## config.mk

```make
export PLATFORM = sky130hd
export DESIGN_NAME = sine_sample_generator_flat
export DESIGN_NICKNAME = d
export VERILOG_FILES = /design/src/sv/ssg_pkg.sv /design/src/sv/ssg_in_if.sv /design/src/sv/ssg_out_if.sv /design/src/sv/ssg_cfg_if.sv /design/src/sv/ssg_mul.sv /design/src/sv/ssg_div.sv /design/src/sv/ssg_datapath.sv /design/src/sv/ssg_ctrl.sv /design/src/sv/sine_sample_generator.sv /design/src/flat_wrapper.sv
export SDC_FILE = /design/constraint.sdc
export NUM_CORES = 2
export LEC_CHECK = 0
export BUFFER_PORTS_ARGS = -buffer_cell sky130_fd_sc_hd__buf_4
export CORE_MARGIN = 5
export CORE_UTILIZATION = 55
export CTS_BUF_LIST = sky130_fd_sc_hd__clkbuf_4 sky130_fd_sc_hd__clkbuf_8 sky130_fd_sc_hd__clkbuf_16
export DETAILED_ROUTE_END_ITERATION = 12
export GPL_TIMING_DRIVEN = 0
export PLACE_DENSITY_LB_ADDON = 0.25
export SLEW_MARGIN = 20
export SYNTH_ARGS = -nofsm -noshare
export SYNTH_HDL_FRONTEND = slang
export SYNTH_SLANG_ARGS = --single-unit
```

## constraint.sdc

```tcl
create_clock -name clk -period 9.2 [get_ports clk]
set_clock_uncertainty 0.15 [all_clocks]
set_input_delay 1.84 -clock clk [delete_from_list [all_inputs] [get_ports clk]]
set_output_delay 1.84 -clock clk [all_outputs]
set_load 0.03 [all_outputs]
```

## src/sv/ssg_pkg.sv

```systemverilog
`default_nettype none
package ssg_pkg;

  localparam int PHASE_BITS     = 32;
  localparam int SINE_FRAC_BITS = 30;

  localparam int QUAD_BITS = PHASE_BITS - 2;
  localparam int FOLD_BITS = PHASE_BITS - 1;

  localparam int WORD_W  = 64;
  localparam int HALF_W  = 32;
  localparam int PROD_W  = 128;
  localparam int Q_BITS  = 60;
  localparam int AMP_FRAC_BITS = 16;

  localparam int TUNE_W      = 32;
  localparam int AMP_W       = 17;
  localparam int SAMPLE_W    = 32;
  localparam int CFG_INDEX_W = 2;
  localparam int CFG_DATA_W  = 32;

  localparam int TERMS      = 11;
  localparam int TERM_CNT_W = $clog2(TERMS + 1);
  localparam int DIV_W      = 9;

  localparam int ANGLE_SHIFT = 63;
  localparam int AMP_SHIFT   = Q_BITS - SINE_FRAC_BITS;
  localparam int SCALE_SHIFT = SINE_FRAC_BITS + AMP_FRAC_BITS;

  localparam logic [WORD_W-1:0] PI_Q60  = 64'h3243_F6A8_885A_308D;
  localparam logic [WORD_W-1:0] ONE_Q60 = 64'h1000_0000_0000_0000;
  localparam logic [WORD_W-1:0] LIMIT16 = 64'd32767;
  localparam logic [WORD_W-1:0] LIMIT32 = 64'd2147483647;

  localparam logic [AMP_W-1:0]     AMP_RESET = 17'd65536;
  localparam logic [FOLD_BITS-1:0] QUARTER   = {1'b1, {QUAD_BITS{1'b0}}};

  localparam logic FMT_16 = 1'b0;
  localparam logic FMT_32 = 1'b1;

  typedef enum logic [CFG_INDEX_W-1:0] {
    REG_TUNING    = 2'd0,
    REG_AMPLITUDE = 2'd1,
    REG_FORMAT    = 2'd2
  } cfg_reg_t;

  typedef enum logic [2:0] {
    MOP_ANGLE  = 3'd0,
    MOP_SQUARE = 3'd1,
    MOP_TERM   = 3'd2,
    MOP_AMP    = 3'd3,
    MOP_SCALE  = 3'd4
  } mul_op_t;

  typedef struct packed {
    logic    load;
    logic    mul_start;
    mul_op_t mul_op;
    logic    cap_angle;
    logic    cap_square;
    logic    div_start;
    logic    cap_term;
    logic    set_special;
    logic    out_write;
  } dp_cmd_t;

  typedef struct packed {
    logic special;
    logic mul_busy;
    logic mul_done;
    logic div_done;
    logic last_term;
    logic out_free;
  } dp_sts_t;

  // Divisor (2k)(2k+1) of the k-th series term.
  function automatic logic [DIV_W-1:0] term_divisor(input logic [TERM_CNT_W-1:0] k);
    logic [DIV_W-1:0] d;
    case (k)
      4'd1:    d = 9'd6;
      4'd2:    d = 9'd20;
      4'd3:    d = 9'd42;
      4'd4:    d = 9'd72;
      4'd5:    d = 9'd110;
      4'd6:    d = 9'd156;
      4'd7:    d = 9'd210;
      4'd8:    d = 9'd272;
      4'd9:    d = 9'd342;
      4'd10:   d = 9'd420;
      4'd11:   d = 9'd506;
      default: d = 9'd6;
    endcase
    return d;
  endfunction

endpackage
`default_nettype wire

```

## src/sv/ssg_in_if.sv

```systemverilog
`default_nettype none
interface ssg_in_if;
  logic valid;
  logic ready;
  logic restart;
  logic block_end;

  modport source (output valid, output restart, output block_end, input ready);
  modport sink (input valid, input restart, input block_end, output ready);
endinterface
`default_nettype wire

```

## src/sv/ssg_out_if.sv

```systemverilog
`default_nettype none
interface ssg_out_if;
  logic                                    valid;
  logic                                    ready;
  logic signed [ssg_pkg::SAMPLE_W-1:0]     sample;
  logic                                    clipped;
  logic                                    block_last;

  modport source (output valid, output sample, output clipped, output block_last, input ready);
  modport sink (input valid, input sample, input clipped, input block_last, output ready);
endinterface
`default_nettype wire

```

## src/sv/ssg_cfg_if.sv

```systemverilog
`default_nettype none
interface ssg_cfg_if;
  logic                               valid;
  logic                               ready;
  logic [ssg_pkg::CFG_INDEX_W-1:0]    index;
  logic [ssg_pkg::CFG_DATA_W-1:0]     data;

  modport source (output valid, output index, output data, input ready);
  modport sink (input valid, input index, input data, output ready);
endinterface
`default_nettype wire

```

## src/sv/ssg_mul.sv

```systemverilog
`default_nettype none
module ssg_mul (
  input  logic                        clk,
  input  logic                        rst_n,
  input  logic                        start,
  input  logic [ssg_pkg::WORD_W-1:0]  a,
  input  logic [ssg_pkg::WORD_W-1:0]  b,
  output logic [ssg_pkg::PROD_W-1:0]  prod,
  output logic                        busy,
  output logic                        done
);

  localparam int MUL_STEPS = 4;

  logic [ssg_pkg::WORD_W-1:0] a_r, a_nxt, b_r, b_nxt;
  logic [ssg_pkg::WORD_W-1:0] pp_r, pp_nxt;
  logic [ssg_pkg::PROD_W-1:0] acc_r, acc_nxt;
  logic [1:0]                 sh_r, sh_nxt;
  logic [2:0]                 step_r, step_nxt;
  logic                       busy_r, busy_nxt;
  logic                       done_r, done_nxt;

  logic [ssg_pkg::HALF_W-1:0] a_part, b_part;
  logic [ssg_pkg::WORD_W-1:0] pp_calc;
  logic [ssg_pkg::PROD_W-1:0] pp_al;

  // Partial products in the order a0*b0, a0*b1, a1*b0, a1*b1.
  assign a_part  = step_r[1] ? a_r[ssg_pkg::WORD_W-1:ssg_pkg::HALF_W] : a_r[ssg_pkg::HALF_W-1:0];
  assign b_part  = step_r[0] ? b_r[ssg_pkg::WORD_W-1:ssg_pkg::HALF_W] : b_r[ssg_pkg::HALF_W-1:0];
  assign pp_calc = a_part * b_part;

  always_comb begin
    case (sh_r)
      2'd0:    pp_al = {{ssg_pkg::WORD_W{1'b0}}, pp_r};
      2'd1:    pp_al = {{ssg_pkg::HALF_W{1'b0}}, pp_r, {ssg_pkg::HALF_W{1'b0}}};
      default: pp_al = {pp_r, {ssg_pkg::WORD_W{1'b0}}};
    endcase
  end

  always_comb begin
    a_nxt    = a_r;
    b_nxt    = b_r;
    pp_nxt   = pp_r;
    sh_nxt   = sh_r;
    acc_nxt  = acc_r;
    step_nxt = step_r;
    busy_nxt = busy_r;
    done_nxt = 1'b0;
    if (start) begin
      a_nxt    = a;
      b_nxt    = b;
      acc_nxt  = '0;
      step_nxt = '0;
      busy_nxt = 1'b1;
    end else if (busy_r) begin
      if (step_r != 3'(MUL_STEPS)) begin
        pp_nxt = pp_calc;
        sh_nxt = 2'(step_r[0]) + 2'(step_r[1]);
      end
      if (step_r != 3'd0) begin
        acc_nxt = acc_r + pp_al;
      end
      step_nxt = step_r + 3'd1;
      if (step_r == 3'(MUL_STEPS)) begin
        busy_nxt = 1'b0;
        done_nxt = 1'b1;
      end
    end
  end

  always_ff @(posedge clk) begin
    if (!rst_n) begin
      step_r <= '0;
      busy_r <= 1'b0;
      done_r <= 1'b0;
    end else begin
      step_r <= step_nxt;
      busy_r <= busy_nxt;
      done_r <= done_nxt;
    end
  end

  always_ff @(posedge clk) begin
    a_r   <= a_nxt;
    b_r   <= b_nxt;
    pp_r  <= pp_nxt;
    sh_r  <= sh_nxt;
    acc_r <= acc_nxt;
  end

  assign prod = acc_r;
  assign busy = busy_r;
  assign done = done_r;

endmodule
`default_nettype wire

```

## src/sv/ssg_div.sv

```systemverilog
`default_nettype none
module ssg_div (
  input  logic                        clk,
  input  logic                        rst_n,
  input  logic                        start,
  input  logic [ssg_pkg::WORD_W-1:0]  dividend,
  input  logic [ssg_pkg::DIV_W-1:0]   divisor,
  output logic [ssg_pkg::WORD_W-1:0]  quotient,
  output logic                        done
);

  localparam int DIV_STEPS  = 4;
  localparam int DIV_CYCLES = ssg_pkg::WORD_W / DIV_STEPS;
  localparam int CNT_W      = $clog2(DIV_CYCLES);

  logic [ssg_pkg::WORD_W-1:0] dvd_r, dvd_nxt;
  logic [ssg_pkg::WORD_W-1:0] quot_r, quot_nxt;
  logic [ssg_pkg::DIV_W-1:0]  dsr_r, dsr_nxt;
  logic [ssg_pkg::DIV_W-1:0]  rem_r, rem_nxt;
  logic [CNT_W-1:0]           cnt_r, cnt_nxt;
  logic                       busy_r, busy_nxt;
  logic                       done_r, done_nxt;

  logic [ssg_pkg::DIV_W-1:0]  rem_step;
  logic [DIV_STEPS-1:0]       qbits;

  // Four restoring steps per cycle; the remainder stays below the divisor.
  always_comb begin
    logic [ssg_pkg::DIV_W:0] t;
    rem_step = rem_r;
    qbits    = '0;
    for (int i = 0; i < DIV_STEPS; i++) begin
      t = {rem_step, dvd_r[ssg_pkg::WORD_W-1-i]};
      if (t >= {1'b0, dsr_r}) begin
        rem_step                 = ssg_pkg::DIV_W'(t - {1'b0, dsr_r});
        qbits[DIV_STEPS-1-i]     = 1'b1;
      end else begin
        rem_step                 = t[ssg_pkg::DIV_W-1:0];
      end
    end
  end

  always_comb begin
    dvd_nxt  = dvd_r;
    quot_nxt = quot_r;
    dsr_nxt  = dsr_r;
    rem_nxt  = rem_r;
    cnt_nxt  = cnt_r;
    busy_nxt = busy_r;
    done_nxt = 1'b0;
    if (start) begin
      dvd_nxt  = dividend;
      dsr_nxt  = divisor;
      rem_nxt  = '0;
      cnt_nxt  = '0;
      busy_nxt = 1'b1;
    end else if (busy_r) begin
      dvd_nxt  = {dvd_r[ssg_pkg::WORD_W-DIV_STEPS-1:0], {DIV_STEPS{1'b0}}};
      quot_nxt = {quot_r[ssg_pkg::WORD_W-DIV_STEPS-1:0], qbits};
      rem_nxt  = rem_step;
      cnt_nxt  = cnt_r + CNT_W'(1);
      if (cnt_r == CNT_W'(DIV_CYCLES - 1)) begin
        busy_nxt = 1'b0;
        done_nxt = 1'b1;
      end
    end
  end

  always_ff @(posedge clk) begin
    if (!rst_n) begin
      cnt_r  <= '0;
      busy_r <= 1'b0;
      done_r <= 1'b0;
    end else begin
      cnt_r  <= cnt_nxt;
      busy_r <= busy_nxt;
      done_r <= done_nxt;
    end
  end

  always_ff @(posedge clk) begin
    dvd_r  <= dvd_nxt;
    quot_r <= quot_nxt;
    dsr_r  <= dsr_nxt;
    rem_r  <= rem_nxt;
  end

  assign quotient = quot_r;
  assign done     = done_r;

endmodule
`default_nettype wire

```

## src/sv/ssg_datapath.sv

```systemverilog
`default_nettype none
module ssg_datapath (
  input  logic                                 clk,
  input  logic                                 rst_n,
  input  logic                                 in_restart,
  input  logic                                 in_block_end,
  input  logic                                 cfg_valid,
  input  logic [ssg_pkg::CFG_INDEX_W-1:0]      cfg_index,
  input  logic [ssg_pkg::CFG_DATA_W-1:0]       cfg_data,
  input  logic                                 out_ready,
  output logic                                 out_valid,
  output logic signed [ssg_pkg::SAMPLE_W-1:0]  out_sample,
  output logic                                 out_clipped,
  output logic                                 out_block_last,
  input  ssg_pkg::dp_cmd_t                     cmd,
  output ssg_pkg::dp_sts_t                     sts
);

  localparam int PB = ssg_pkg::PHASE_BITS;
  localparam int W  = ssg_pkg::WORD_W;

  logic [ssg_pkg::TUNE_W-1:0]     tuning_word_r, tuning_word_nxt;
  logic [ssg_pkg::AMP_W-1:0]      amplitude_r, amplitude_nxt;
  logic                           sample_format_r, sample_format_nxt;
  logic [PB-1:0]                  phase_acc_r, phase_acc_nxt;
  logic [PB-1:0]                  work_phase_r, work_phase_nxt;
  logic                           block_r, block_nxt;
  logic [W-1:0]                   x_r, x_nxt, x2_r, x2_nxt;
  logic [W-1:0]                   term_r, term_nxt, sum_r, sum_nxt;
  logic [ssg_pkg::TERM_CNT_W-1:0] k_r, k_nxt;
  logic                           out_valid_r, out_valid_nxt;
  logic [ssg_pkg::SAMPLE_W-1:0]   sample_r, sample_nxt;
  logic                           clipped_r, clipped_nxt;
  logic                           last_r, last_nxt;

  logic [PB-1:0]                  start_phase;
  logic [PB+ssg_pkg::TUNE_W-1:0]  tune_wide;
  logic [1:0]                     quad;
  logic [ssg_pkg::FOLD_BITS-1:0]  fold;
  logic [W-1:0]                   angle_u;
  logic [W-1:0]                   limit;
  logic [W-1:0]                   mag, mag_sat;
  logic                           clip;
  logic [ssg_pkg::SAMPLE_W-1:0]   val;
  logic                           out_free;

  logic [W-1:0]                   mul_a, mul_b;
  logic [ssg_pkg::PROD_W-1:0]     prod;
  logic                           mul_busy, mul_done;
  logic [W-1:0]                   quot;
  logic                           div_done;

  ssg_mul u_mul (
    .clk   (clk),
    .rst_n (rst_n),
    .start (cmd.mul_start),
    .a     (mul_a),
    .b     (mul_b),
    .prod  (prod),
    .busy  (mul_busy),
    .done  (mul_done)
  );

  ssg_div u_div (
    .clk      (clk),
    .rst_n    (rst_n),
    .start    (cmd.div_start),
    .dividend (prod[ssg_pkg::Q_BITS+W-1:ssg_pkg::Q_BITS]),
    .divisor  (ssg_pkg::term_divisor(k_r)),
    .quotient (quot),
    .done     (div_done)
  );

  assign start_phase = in_restart ? '0 : phase_acc_r;
  assign tune_wide   = {tuning_word_r, {PB{1'b0}}};

  // Fold the phase into the first quadrant; odd quadrants are mirrored.
  assign quad    = work_phase_r[PB-1:PB-2];
  assign fold    = quad[0] ? (ssg_pkg::QUARTER - {1'b0, work_phase_r[ssg_pkg::QUAD_BITS-1:0]})
                           : {1'b0, work_phase_r[ssg_pkg::QUAD_BITS-1:0]};
  assign angle_u = {2'b00, fold[ssg_pkg::QUAD_BITS-1:0], {(W - PB){1'b0}}};

  assign limit   = (sample_format_r == ssg_pkg::FMT_32) ? ssg_pkg::LIMIT32 : ssg_pkg::LIMIT16;
  assign mag     = prod[ssg_pkg::SCALE_SHIFT+W-1:ssg_pkg::SCALE_SHIFT];
  assign clip    = mag > limit;
  assign mag_sat = clip ? limit : mag;
  assign val     = quad[1] ? (ssg_pkg::SAMPLE_W'(0) - mag_sat[ssg_pkg::SAMPLE_W-1:0])
                           : mag_sat[ssg_pkg::SAMPLE_W-1:0];

  assign out_free = !out_valid_r || out_ready;

  always_comb begin
    case (cmd.mul_op)
      ssg_pkg::MOP_ANGLE: begin
        mul_a = angle_u;
        mul_b = ssg_pkg::PI_Q60;
      end
      ssg_pkg::MOP_SQUARE: begin
        mul_a = x_r;
        mul_b = x_r;
      end
      ssg_pkg::MOP_TERM: begin
        mul_a = term_r;
        mul_b = x2_r;
      end
      ssg_pkg::MOP_AMP: begin
        mul_a = sum_r >> ssg_pkg::AMP_SHIFT;
        mul_b = W'(amplitude_r);
      end
      ssg_pkg::MOP_SCALE: begin
        mul_a = prod[W-1:0];
        mul_b = limit;
      end
      default: begin
        mul_a = '0;
        mul_b = '0;
      end
    endcase
  end

  always_comb begin
    tuning_word_nxt   = tuning_word_r;
    amplitude_nxt     = amplitude_r;
    sample_format_nxt = sample_format_r;
    if (cfg_valid) begin
      case (ssg_pkg::cfg_reg_t'(cfg_index))
        ssg_pkg::REG_TUNING:    tuning_word_nxt   = cfg_data[ssg_pkg::TUNE_W-1:0];
        ssg_pkg::REG_AMPLITUDE: amplitude_nxt     = cfg_data[ssg_pkg::AMP_W-1:0];
        ssg_pkg::REG_FORMAT:    sample_format_nxt = cfg_data[0];
        default: begin
        end
      endcase
    end
  end

  always_comb begin
    phase_acc_nxt  = phase_acc_r;
    work_phase_nxt = work_phase_r;
    block_nxt      = block_r;
    x_nxt          = x_r;
    x2_nxt         = x2_r;
    term_nxt       = term_r;
    sum_nxt        = sum_r;
    k_nxt          = k_r;
    if (cmd.load) begin
      work_phase_nxt = start_phase;
      phase_acc_nxt  = start_phase + tune_wide[PB+ssg_pkg::TUNE_W-1:ssg_pkg::TUNE_W];
      block_nxt      = in_block_end;
    end
    if (cmd.set_special) begin
      sum_nxt = fold[ssg_pkg::FOLD_BITS-1] ? ssg_pkg::ONE_Q60 : '0;
    end
    if (cmd.cap_angle) begin
      x_nxt    = prod[ssg_pkg::ANGLE_SHIFT+W-1:ssg_pkg::ANGLE_SHIFT];
      term_nxt = prod[ssg_pkg::ANGLE_SHIFT+W-1:ssg_pkg::ANGLE_SHIFT];
      sum_nxt  = prod[ssg_pkg::ANGLE_SHIFT+W-1:ssg_pkg::ANGLE_SHIFT];
    end
    if (cmd.cap_square) begin
      x2_nxt = prod[ssg_pkg::Q_BITS+W-1:ssg_pkg::Q_BITS];
      k_nxt  = ssg_pkg::TERM_CNT_W'(1);
    end
    if (cmd.cap_term) begin
      term_nxt = quot;
      sum_nxt  = k_r[0] ? (sum_r - quot) : (sum_r + quot);
      k_nxt    = k_r + ssg_pkg::TERM_CNT_W'(1);
    end
  end

  always_comb begin
    out_valid_nxt = out_valid_r;
    sample_nxt    = sample_r;
    clipped_nxt   = clipped_r;
    last_nxt      = last_r;
    if (cmd.out_write) begin
      out_valid_nxt = 1'b1;
      sample_nxt    = val;
      clipped_nxt   = clip;
      last_nxt      = block_r;
    end else if (out_ready) begin
      out_valid_nxt = 1'b0;
    end
  end

  always_ff @(posedge clk) begin
    if (!rst_n) begin
      tuning_word_r   <= '0;
      amplitude_r     <= ssg_pkg::AMP_RESET;
      sample_format_r <= ssg_pkg::FMT_16;
      phase_acc_r     <= '0;
      out_valid_r     <= 1'b0;
    end else begin
      tuning_word_r   <= tuning_word_nxt;
      amplitude_r     <= amplitude_nxt;
      sample_format_r <= sample_format_nxt;
      phase_acc_r     <= phase_acc_nxt;
      out_valid_r     <= out_valid_nxt;
    end
  end

  always_ff @(posedge clk) begin
    work_phase_r <= work_phase_nxt;
    block_r      <= block_nxt;
    x_r          <= x_nxt;
    x2_r         <= x2_nxt;
    term_r       <= term_nxt;
    sum_r        <= sum_nxt;
    k_r          <= k_nxt;
    sample_r     <= sample_nxt;
    clipped_r    <= clipped_nxt;
    last_r       <= last_nxt;
  end

  assign sts.special   = (fold == '0) || fold[ssg_pkg::FOLD_BITS-1];
  assign sts.mul_busy  = mul_busy;
  assign sts.mul_done  = mul_done;
  assign sts.div_done  = div_done;
  assign sts.last_term = k_r == ssg_pkg::TERM_CNT_W'(ssg_pkg::TERMS);
  assign sts.out_free  = out_free;

  assign out_valid      = out_valid_r;
  assign out_sample     = sample_r;
  assign out_clipped    = clipped_r;
  assign out_block_last = last_r;

endmodule
`default_nettype wire

```

## src/sv/ssg_ctrl.sv

```systemverilog
`default_nettype none
module ssg_ctrl (
  input  logic              clk,
  input  logic              rst_n,
  input  logic              in_valid,
  output logic              in_ready,
  output ssg_pkg::dp_cmd_t  cmd,
  input  ssg_pkg::dp_sts_t  sts
);

  typedef enum logic [12:0] {
    S_IDLE    = 13'h0001,
    S_FOLD    = 13'h0002,
    S_ANGLE_W = 13'h0004,
    S_SQ      = 13'h0008,
    S_SQ_W    = 13'h0010,
    S_TMUL    = 13'h0020,
    S_TMUL_W  = 13'h0040,
    S_DIV_W   = 13'h0080,
    S_AMP     = 13'h0100,
    S_AMP_W   = 13'h0200,
    S_SCALE   = 13'h0400,
    S_SCALE_W = 13'h0800,
    S_DONE    = 13'h1000
  } state_t;

  state_t state_r, state_nxt;

  always_comb begin
    state_nxt = state_r;
    cmd       = '0;
    case (state_r)
      S_IDLE: begin
        if (in_valid) begin
          cmd.load  = 1'b1;
          state_nxt = S_FOLD;
        end
      end
      S_FOLD: begin
        if (sts.special) begin
          cmd.set_special = 1'b1;
          state_nxt       = S_AMP;
        end else begin
          cmd.mul_start = 1'b1;
          cmd.mul_op    = ssg_pkg::MOP_ANGLE;
          state_nxt     = S_ANGLE_W;
        end
      end
      S_ANGLE_W: begin
        if (sts.mul_done) begin
          cmd.cap_angle = 1'b1;
          state_nxt     = S_SQ;
        end
      end
      S_SQ: begin
        cmd.mul_start = 1'b1;
        cmd.mul_op    = ssg_pkg::MOP_SQUARE;
        state_nxt     = S_SQ_W;
      end
      S_SQ_W: begin
        if (sts.mul_done) begin
          cmd.cap_square = 1'b1;
          state_nxt      = S_TMUL;
        end
      end
      S_TMUL: begin
        cmd.mul_start = 1'b1;
        cmd.mul_op    = ssg_pkg::MOP_TERM;
        state_nxt     = S_TMUL_W;
      end
      S_TMUL_W: begin
        if (sts.mul_done) begin
          cmd.div_start = 1'b1;
          state_nxt     = S_DIV_W;
        end
      end
      S_DIV_W: begin
        if (sts.div_done) begin
          cmd.cap_term = 1'b1;
          state_nxt    = sts.last_term ? S_AMP : S_TMUL;
        end
      end
      S_AMP: begin
        cmd.mul_start = 1'b1;
        cmd.mul_op    = ssg_pkg::MOP_AMP;
        state_nxt     = S_AMP_W;
      end
      S_AMP_W: begin
        if (sts.mul_done) begin
          state_nxt = S_SCALE;
        end
      end
      S_SCALE: begin
        cmd.mul_start = 1'b1;
        cmd.mul_op    = ssg_pkg::MOP_SCALE;
        state_nxt     = S_SCALE_W;
      end
      S_SCALE_W: begin
        if (sts.mul_done) begin
          state_nxt = S_DONE;
        end
      end
      S_DONE: begin
        if (sts.out_free) begin
          cmd.out_write = 1'b1;
          state_nxt     = S_IDLE;
        end
      end
      default: begin
        state_nxt = S_IDLE;
      end
    endcase
  end

  always_ff @(posedge clk) begin
    if (!rst_n) begin
      state_r <= S_IDLE;
    end else begin
      state_r <= state_nxt;
    end
  end

  assign in_ready = state_r == S_IDLE;

  a_mul_free: assert property (@(posedge clk) disable iff (!rst_n)
    cmd.mul_start |-> !sts.mul_busy)
    else $error("multiplier started while busy");

  a_div_operand: assert property (@(posedge clk) disable iff (!rst_n)
    cmd.div_start |-> sts.mul_done)
    else $error("divider started without a finished product");

  a_div_waited: assert property (@(posedge clk) disable iff (!rst_n)
    sts.div_done |-> state_r == S_DIV_W)
    else $error("divider finished outside its wait state");

  a_out_free: assert property (@(posedge clk) disable iff (!rst_n)
    cmd.out_write |-> sts.out_free)
    else $error("output register overwritten before it was taken");

endmodule
`default_nettype wire

```

## src/sv/sine_sample_generator.sv

```systemverilog
`default_nettype none
// Channel   Direction  Payload                               Beat completes
// in_bus    sink       restart, block_end                    valid && ready
// out_bus   source     sample, clipped, block_last           valid && ready
// cfg_bus   sink       index, data (0 tuning, 1 gain, 2 fmt) valid && ready (always ready)
//
// A request is worked through the eleven series terms, each a four-pass product
// on the shared 32x32 multiplier and one radix-16 division. At the zero and
// quarter phase points the series is skipped and only the scaling steps remain.
// Reset is synchronous and active low; the phase returns to zero and the
// registers to their defaults. A result waits in the output register while
// the next request is accepted and worked on.
module sine_sample_generator (
  input  logic         clk,
  input  logic         rst_n,
  ssg_in_if.sink       in_bus,
  ssg_out_if.source    out_bus,
  ssg_cfg_if.sink      cfg_bus
);

  ssg_pkg::dp_cmd_t cmd;
  ssg_pkg::dp_sts_t sts;
  logic             in_ready;

  ssg_ctrl u_ctrl (
    .clk      (clk),
    .rst_n    (rst_n),
    .in_valid (in_bus.valid),
    .in_ready (in_ready),
    .cmd      (cmd),
    .sts      (sts)
  );

  ssg_datapath u_datapath (
    .clk            (clk),
    .rst_n          (rst_n),
    .in_restart     (in_bus.restart),
    .in_block_end   (in_bus.block_end),
    .cfg_valid      (cfg_bus.valid),
    .cfg_index      (cfg_bus.index),
    .cfg_data       (cfg_bus.data),
    .out_ready      (out_bus.ready),
    .out_valid      (out_bus.valid),
    .out_sample     (out_bus.sample),
    .out_clipped    (out_bus.clipped),
    .out_block_last (out_bus.block_last),
    .cmd            (cmd),
    .sts            (sts)
  );

  assign in_bus.ready  = in_ready;
  assign cfg_bus.ready = 1'b1;

endmodule
`default_nettype wire
```

## src/flat_wrapper.sv

```systemverilog
// flat-port wrapper written by rule: the top's interface ports become plain ports
module sine_sample_generator_flat 
  (clk, rst_n, in_bus_valid, in_bus_restart, in_bus_block_end, in_bus_ready, out_bus_valid, out_bus_sample, out_bus_clipped, out_bus_block_last, out_bus_ready, cfg_bus_valid, cfg_bus_index, cfg_bus_data, cfg_bus_ready);
  ssg_in_if in_bus_i ();
  ssg_out_if out_bus_i ();
  ssg_cfg_if cfg_bus_i ();
  input  logic clk;
  input  logic rst_n;
  input wire logic [$bits(in_bus_i.valid)-1:0] in_bus_valid;
  input wire logic [$bits(in_bus_i.restart)-1:0] in_bus_restart;
  input wire logic [$bits(in_bus_i.block_end)-1:0] in_bus_block_end;
  output wire logic [$bits(in_bus_i.ready)-1:0] in_bus_ready;
  output wire logic [$bits(out_bus_i.valid)-1:0] out_bus_valid;
  output wire logic [$bits(out_bus_i.sample)-1:0] out_bus_sample;
  output wire logic [$bits(out_bus_i.clipped)-1:0] out_bus_clipped;
  output wire logic [$bits(out_bus_i.block_last)-1:0] out_bus_block_last;
  input wire logic [$bits(out_bus_i.ready)-1:0] out_bus_ready;
  input wire logic [$bits(cfg_bus_i.valid)-1:0] cfg_bus_valid;
  input wire logic [$bits(cfg_bus_i.index)-1:0] cfg_bus_index;
  input wire logic [$bits(cfg_bus_i.data)-1:0] cfg_bus_data;
  output wire logic [$bits(cfg_bus_i.ready)-1:0] cfg_bus_ready;
  assign in_bus_i.valid = in_bus_valid;
  assign in_bus_i.restart = in_bus_restart;
  assign in_bus_i.block_end = in_bus_block_end;
  assign in_bus_ready = in_bus_i.ready;
  assign out_bus_valid = out_bus_i.valid;
  assign out_bus_sample = out_bus_i.sample;
  assign out_bus_clipped = out_bus_i.clipped;
  assign out_bus_block_last = out_bus_i.block_last;
  assign out_bus_i.ready = out_bus_ready;
  assign cfg_bus_i.valid = cfg_bus_valid;
  assign cfg_bus_i.index = cfg_bus_index;
  assign cfg_bus_i.data = cfg_bus_data;
  assign cfg_bus_ready = cfg_bus_i.ready;
  sine_sample_generator u_core (.clk(clk), .rst_n(rst_n), .in_bus(in_bus_i), .out_bus(out_bus_i), .cfg_bus(cfg_bus_i));
endmodule
```

=== Yosys cells after proc, flatten, opt, wreduce, memory -nomap -nowiden ===
Memory sizes are Yosys's and may differ from the RTL's. A register that Yosys moved wholly into a read port is not among the register bits.
Index checks and enable logic that the tools add are counted.

* Output and inout port bits: 37
* Flip-flop bits (word level): 902
* Memory bits (read-only): 128
* Bits in latches: 0
* Input port bits: 41
* Logic and storage cells: 177
* Memory bits (writable): 0
* Memories kept: 1

{| class="wikitable"
|+ Memory list
! name !! words !! width !! rd ports !! clocked after Yosys merged registers in !! write ports !! line !! RTL
|-
| (no name shown) || 16 || 8 || 1 || 1 || 0 || ssg_pkg.sv:79 || <nowiki>case (k)</nowiki>
|}

* Reduce and logical (&&, ||, !) cells: 24
* Bitwise operators: 5
* Multiplexer cells: 64
* $add $sub $neg: 14
* Shift operators: 0
* Equality and inequality tests: 32
* Order comparisons: 5
* Div/mod/pow operators: 0
* $mul: 1

{| class="wikitable"
|+ Operators with widths
! cell !! count
|-
| one-hot mux 64 bit (5 select lines) || 2
|-
| two-way mux 64 bit || 8
|-
| one-hot mux 128 bit (2 select lines) || 1
|-
| one-hot mux 13 bit (13 select lines) || 1
|-
| two-way mux 32 bit || 5
|-
| adder 128 bit || 1
|-
| two-way mux 13 bit || 8
|-
| adder 64 bit || 1
|-
| greater-than comparator 64 x 31 -> 1 bit || 1
|-
| multiplier 32 x 32 -> 64 bit || 1
|-
| subtractor 64 bit || 1
|-
| two-way mux 31 bit || 2
|-
| two-way mux 61 bit || 1
|-
| two-way mux 9 bit || 6
|-
| greater-or-equal comparator 10 x 9 -> 1 bit || 4
|-
| subtractor 9 bit || 4
|-
| adder 32 bit || 1
|-
| subtractor 1 x 32 -> 32 bit, first input constant || 1
|-
| logical NOT 31 bit || 1
|-
| subtractor 31 x 30 -> 31 bit, first input constant || 1
|-
| two-way mux 1 bit || 26
|-
| one-hot mux 4 bit (5 select lines) || 1
|-
| != test 2 bit, second input constant || 8
|-
| == test 13 x 1 -> 1 bit, second input constant || 1
|-
| 35 further kinds || 58
|}

=== Depth between registers and ports, before layout ===
* Depth in word-level cells: 9
* Gate-level depth with buffers: 43
* Gate-level depth less buffers: 41

=== Modules after synthesis ===
Synthesis repeated with hierarchy kept, for this count alone.

* Cells, all modules: 9,428
* Area total of the unflattened synthesis: 87,460.1 um^2

{| class="wikitable"
|+ By module, submodules not included
! module !! cells each !! times used !! seq. area each (um^2) !! area each (um^2)
|-
| ssg_mul || 6,010 || 1 || 8,488.1 || 52,788.1
|-
| ssg_datapath || 2,770 || 1 || 11,641.2 || 26,329.0
|-
| ssg_div || 515 || 1 || 4,414.2 || 7,334.5
|-
| ssg_ctrl || 131 || 1 || 260.2 || 997.2
|-
| sine_sample_generator || 2 || 1 || 0.0 || 11.3
|}

=== Least setup slack after synthesis ===
OpenSTA, ideal clock, no wires.

* Path kind: flip-flop to flip-flop
* From: reg u_core.u_datapath.u_mul.step_r[0]
* To: reg u_core.u_datapath.u_mul.pp_r[60] in the netlist's numbering (data pin)
* Data arrival time: 8.662 ns
* Stages on the path, launching flop included: 36
* Data required time: 8.791 ns
* Path slack: 0.130 ns
* Clock period less this slack: 9.070 ns
* Buffers on the path: 4
* Path through: dfxtp_1 > clkbuf_1 > clkbuf_1 > mux2_2 > clkbuf_1 > nand2_1 > fa_1 > inv_1 > fa_1 > inv_1 > fa_1 > inv_1 > fa_1 > fa_1 > inv_1 > fa_1 > inv_1 > fa_1 > inv_1 > fa_1 > inv_1 > ha_1 > clkbuf_1 > inv_1 > o21ai_0 > a21o_1 > a2111oi_0 > a211o_1 > a31oi_1 > or2_2 > a221oi_2 > o21a_1 > a31oi_1 > a221o_1 > a21oi_1 > xnor2_1

* Cells in the longest elaborated chain, start to end: 2

{| class="wikitable"
|+ RTL lines
! what !! line !! RTL
|-
| from (decl) || ssg_mul.sv:19 || <nowiki>logic [2:0] step_r, step_nxt;</nowiki>
|-
| from (signal assigned) || ssg_mul.sv:77 || <nowiki>step_r <= step_nxt;</nowiki>
|-
| two-way mux 32 bit || ssg_mul.sv:29 || <nowiki>assign b_part = step_r[0] ? b_r[ssg_pkg::WORD_W-1:ssg_pkg::HALF_W] : b_r[ssg_pkg::HALF_W-1:0];</nowiki>
|-
| multiplier 32 x 32 -> 64 bit || ssg_mul.sv:30 || <nowiki>assign pp_calc = a_part * b_part;</nowiki>
|-
| named net u_core.u_datapath.u_mul.pp_calc, one bit || ssg_mul.sv:24 || <nowiki>logic [ssg_pkg::WORD_W-1:0] pp_calc;</nowiki>
|-
| to (signal assigned) || ssg_mul.sv:86 || <nowiki>pp_r <= pp_nxt;</nowiki>
|-
| to (decl) || ssg_mul.sv:16 || <nowiki>logic [ssg_pkg::WORD_W-1:0] pp_r, pp_nxt;</nowiki>
|}

The timed path passes the listed nets, and every way through them passes these cells.
A chain may end at the register's enable or synchronous reset.

=== Worst setup path after layout ===
* From: reg u_core.u_datapath.u_mul.step_r[1]
* To: reg u_core.u_datapath.u_mul.pp_r[60] in the netlist's numbering (data pin)

* Cells in the longest elaborated chain, start to end: 2

{| class="wikitable"
|+ RTL lines
! what !! line !! RTL
|-
| two-way mux 32 bit || ssg_mul.sv:28 || <nowiki>assign a_part = step_r[1] ? a_r[ssg_pkg::WORD_W-1:ssg_pkg::HALF_W] : a_r[ssg_pkg::HALF_W-1:0];</nowiki>
|-
| multiplier 32 x 32 -> 64 bit || ssg_mul.sv:30 ||
|-
| named net u_core.u_datapath.u_mul.pp_calc, one bit || ssg_mul.sv:24 ||
|}

The timed path passes the listed nets, and every way through them passes these cells.

==> run summary <==
The actual slew at the worst max-slew pin came out at ~1.3 ns. The wire length per cell after detailed routing is between 30 and 40 um. The register with the most flip-flops in the layout has about 130 of them. The H-tree generated during clock tree synthesis spans 3 levels. The number of placed instances, taps included is ~12k. After synthesis, the largest family of logic cells by area is adder cells. Setup slack on the worst reg-to-reg path comes out at between 0.07 and 0.08 ns. The number of max-slew violations in the final report is 0.

The post-synthesis simple-gate area fraction came out at ~16%. The final core utilization came out at roughly three fifths. The kind of start point of the critical path is a flop. The worst hold slack after final layout came out at roughly 0.30 ns. The shortest period the worst path allows came out at 9.121 ns. The largest net degree at the start of global routing is 96. The total iterations of the first detailed-routing run is 13. Routability-driven placement finished with a final weighted congestion of roughly 1.1. The origin of the worst min-delay path is u_core.u_datapath.block_r$_DFFE_PP_. The final count of negative-setup-slack endpoints is 0.

The maximum clock frequency is approximately 110 MHz. The number of endpoints with negative hold slack in the final report was 0. The number of library cell types mapped by synthesis is 97. The overall die width is slightly above 400 um. The type of the tightest min-delay check is flop to flop. The final reports fail on design-rule violations. The synthesized netlist net count came out at between 10k and 15k. For this configuration, the core starts out at a cell density of approximately 55%.

After Yosys synthesis, full adders, half adders and majority gates account for 29.07% of the synthesized area. Measured along the y axis, the die boundary spans ~400 um. Summing all non-filler instances in the final layout gives an area of about 95000 sq um.

The average cell area after synthesis is around 9.1 sq um. The clock sink total came out at 900. The quantity of hold-fixing buffers added after cts came out at 0.

The vias per cell is 6.296. The largest fanout on the critical path is 10. The post-synthesis compound-gate area fraction is around 13%. The sequential share of the synthesized area came out at 28.76%.

The number of antenna-violating nets in the routed design came out at 0. The worst slew slack as a fraction of its limit is around an eighth. The flip-flop and latch count after synthesis came out at 900. The depth of the most critical reg-to-reg path came out at 31. The total length of routed wires came out at ~360000 um. The run finished, with violations left. The category of the worst setup path capture point is a flop. The tree is rooted in a clkbuf_16. The setup path with the least slack is of type flop to flop. The number of buffers and inverters on the critical path came out at 7. The total clock buffers created by CTS is slightly above 100. After clock tree synthesis, the clock-pin slew on the worst setup and hold paths is about 0.06 ns. The number of warnings printed during yosys synthesis came out at 0.

For this design the top-level I/O count stands at between 70 and 80. After global routing the overflow that remains totals 0. The primary flip-flop cell chosen by synthesis mapping is edfxtp_1.

The filler cells instantiated in the layout total around 13k. The largest buffer count on any clock path came out at 3. The wire length of the first global-routing pass is 509900 um. The full die area is ~160000 sq um. The row count is about 140. The via count of the first global-routing pass came to 72.00k. On the critical path, the stage with the largest delay is an instance of clkbuf_1. Summing all placed instances gives a cell area of between 80000 and 90000 sq um. The data arrival time of the worst path came out at about 9.5 ns. Setup repair after global routing could not meet its margin everywhere. The fraction of final layout cells sized beyond drive strength 1 is between 7 and 8%. In this run, synthesis inferred ~660 flip-flops with an integrated enable. The initial antenna violation count was 36. The number of nets in the final layout came out at between 10k and 15k.

The fraction of the cycle the final worst path needs is between 90% and 100%. Excluding fillers, the count of instances in the completed layout stands at about 12k. The startpoint identified for the worst register-to-register timing path is u_core.u_datapath.u_mul.step_r[1]$_SDFFE_PP0P_. After legalization and detailed placement, the total HPWL measured around 300000 um. The worst register-to-register path ends at u_core.u_datapath.u_mul.pp_r[60]$_DFFE_PP_. The share of flip-flops with an asynchronous set or reset after synthesis is 0%. For the worst-skew pair, the clock arrives at the later sink with an insertion delay of ~0.76 ns.

TritonCTS built the clock tree. The worst hold path terminates at u_core.u_datapath.out_block_last$_DFFE_PP_. The count of input and output buffers came out at 76. The number of cells produced by synthesis came out at between 9k and 10k. The global-route total usage across every layer came out at a little over two fifths.

The most common cell type on the critical path is fa_1. The final routed DRC violation total is 5. The first-iteration detailed-routing DRC count came out at 10.15k. Of the total synthesized cell area, the portion taken by XOR and XNOR cells is 4.169%. The multiplexer fraction of the synthesized cell area is about 2.1%. The category of cells accounting for the largest share of critical-path delay is adder cells. Summing over every cut layer, the via total after detailed routing is 74.75k. The post-synthesis instance area is approximately 86000 sq um. The largest stage delay on the critical path is between 0.7 and 0.8 ns. The storage element area is 24600 sq um. Counting instances, the worst hold path has a depth of 0. The total area inside the core boundary comes to ~150000 sq um. The multi-input combinational cell area is around 56000 sq um. The tool flagged a number of max-cap violations equal to 0.

The post-synthesis to final-layout area growth is 11.34%. The worst endpoint required time is between 9 and 10 ns.
==> repair_timing <==
| item | CTS | global route |
|---|---|---|
| setup buffers | 25 | 52 |
| endpoints found under the setup margin | 56 | 21 |
| cloned | 0 | 1 |
| gates resized for setup | 375 | 159 |
| pin swaps | 12 | 31 |
==> worst max-delay path by stage <==
stage / from / slack (ns) / to / cells after the start
final: u_core.u_datapath.u_mul.step_r[1]$_SDFFE_PP0P_ / 0.08 / u_core.u_datapath.u_mul.pp_r[60]$_DFFE_PP_ / 31
after global routing: u_core.u_datapath.u_mul.step_r[0]$_SDFFE_PP0P_ / -0.06 / u_core.u_datapath.u_mul.pp_r[51]$_DFFE_PP_ / 35
after CTS: u_core.u_datapath.u_mul.step_r[1]$_SDFFE_PP0P_ / 0.01 / u_core.u_datapath.u_mul.pp_r[60]$_DFFE_PP_ / 32
after detailed placement: u_core.u_datapath.u_mul.step_r[1]$_SDFFE_PP0P_ / -3.12 / u_core.u_datapath.u_mul.pp_r[63]$_DFFE_PP_ / 31
after global placement: u_core.u_datapath.u_mul.step_r[1]$_SDFFE_PP0P_ / -3.66 / u_core.u_datapath.u_mul.pp_r[63]$_DFFE_PP_ / 31
after floorplan: u_core.u_datapath.u_mul.step_r[0]$_SDFFE_PP0P_ / 0.13 / u_core.u_datapath.u_mul.pp_r[60]$_DFFE_PP_ / 35
==> metrics by stage <==
step	setup TNS [ns]	setup WS, ns
after CTS	0	0.01075
final	0	0.07881
after floorplan	0	0.1296
after global placement	-125.30	-3.661
after detailed placement	-84.47	-3.124
after global routing	-0.2093	-0.05601
==> area by class of cell <==
| class | instances | share of cell area (%) |
|---|---|---|
| Multi-Input combinational cell | 6893 | 58.42 |
| Antenna cell | 25 | 0.06571 |
| Buffer | 489 | 2.761 |
| Inverter | 1151 | 4.550 |
| Clock buffer | 119 | 2.873 |
| Sequential cell | 900 | 25.84 |
| Clock inverter | 73 | 1.064 |
| Tap cell | 2044 | 2.686 |
| Timing Repair Buffer | 178 | 1.745 |
==> routing by layer <==
metal | share of wire [%] | GRT usage [%] | vias to the layer above | wire [um]
li1 | - | - | 31920 | -
met1 | 37 | 55.82 | 36770 | 132500
met2 | 42 | 64.19 | 4882 | 151500
met3 | 12 | 11.04 | 1165 | 42820
met4 | 9.5 | 32.15 | 14 | 34200
met5 | 0.027 | 0 | - | 99
==> logic make-up after synthesis <==
group | Yosys count
mux | 170
buf+inv | 1655
fa+ha+maj | 1445
flops | 900
xor+xnor | 407
compound gates | 1696
other cells | 1
simple gates | 3174
==> layout by cell type, fill, tap and decap left out, drive strengths merged, types with 44 or more instances in the layout <==
cell type and instances:
buf 262, and2 121, clkbuf 524, xor2 155, mux2 74, nand2 1910
fa 903, edfxtp 657, nor2 573, a222oi 71, a22o 55, o21bai 60
nor3 84, o21ai 364, dfxtp 243, mux2i 96, nand3 93, a21o 223
ha 542, nor2b 78, a31oi 44, nand4 98, xnor2 252, a21oi 596
inv 1152, nand2b 55
==> worst register-to-register path: cells and delay by family (launching register included) <==
family	cells	cell delay, ns
fa+ha+maj	9	4.16
compound gates	11	2.20
buf+inv	7	1.22
simple gates	2	0.46
flops	1	0.36
mux	1	0.29
xor+xnor	1	0.09
==> cell usage after synthesis, drive strengths merged (15+ instances only) <==
cell / instances / area (sq um)
nor2b: 78 / 488.0
nand2b: 55 / 344.1
o41ai: 17 / 148.9
fa: 903 / 18080
a21oi: 596 / 2987
o21bai: 60 / 450.4
a22o: 55 / 481.7
nor2: 573 / 2153
a21o: 223 / 1674
o21a: 37 / 277.8
edfxtp: 657 / 19730
a211oi: 27 / 222.7
nand3: 93 / 480.5
ha: 542 / 6782
or3: 31 / 193.9
xnor2: 252 / 2207
mux2i: 96 / 960.9
and2: 121 / 757.0
inv: 1149 / 4313
mux2: 74 / 833.3
nor4: 36 / 225.2
nor3b: 15 / 112.6
nor3: 84 / 469.2
nand4: 98 / 613.1
buf: 57 / 281.5
o31ai: 24 / 185.2
o21ai: 364 / 1822
a222oi: 71 / 710.7
a221oi: 19 / 172.7
dfxtp: 243 / 4865
a31oi: 44 / 275.3
nand2: 1910 / 7172
and3: 25 / 156.4
a221o: 25 / 250.2
clkbuf: 447 / 1678
xor2: 155 / 1358
Power is not shown: default switching activity piles up to over one toggle a cycle in this logic, so the estimate is an artifact.
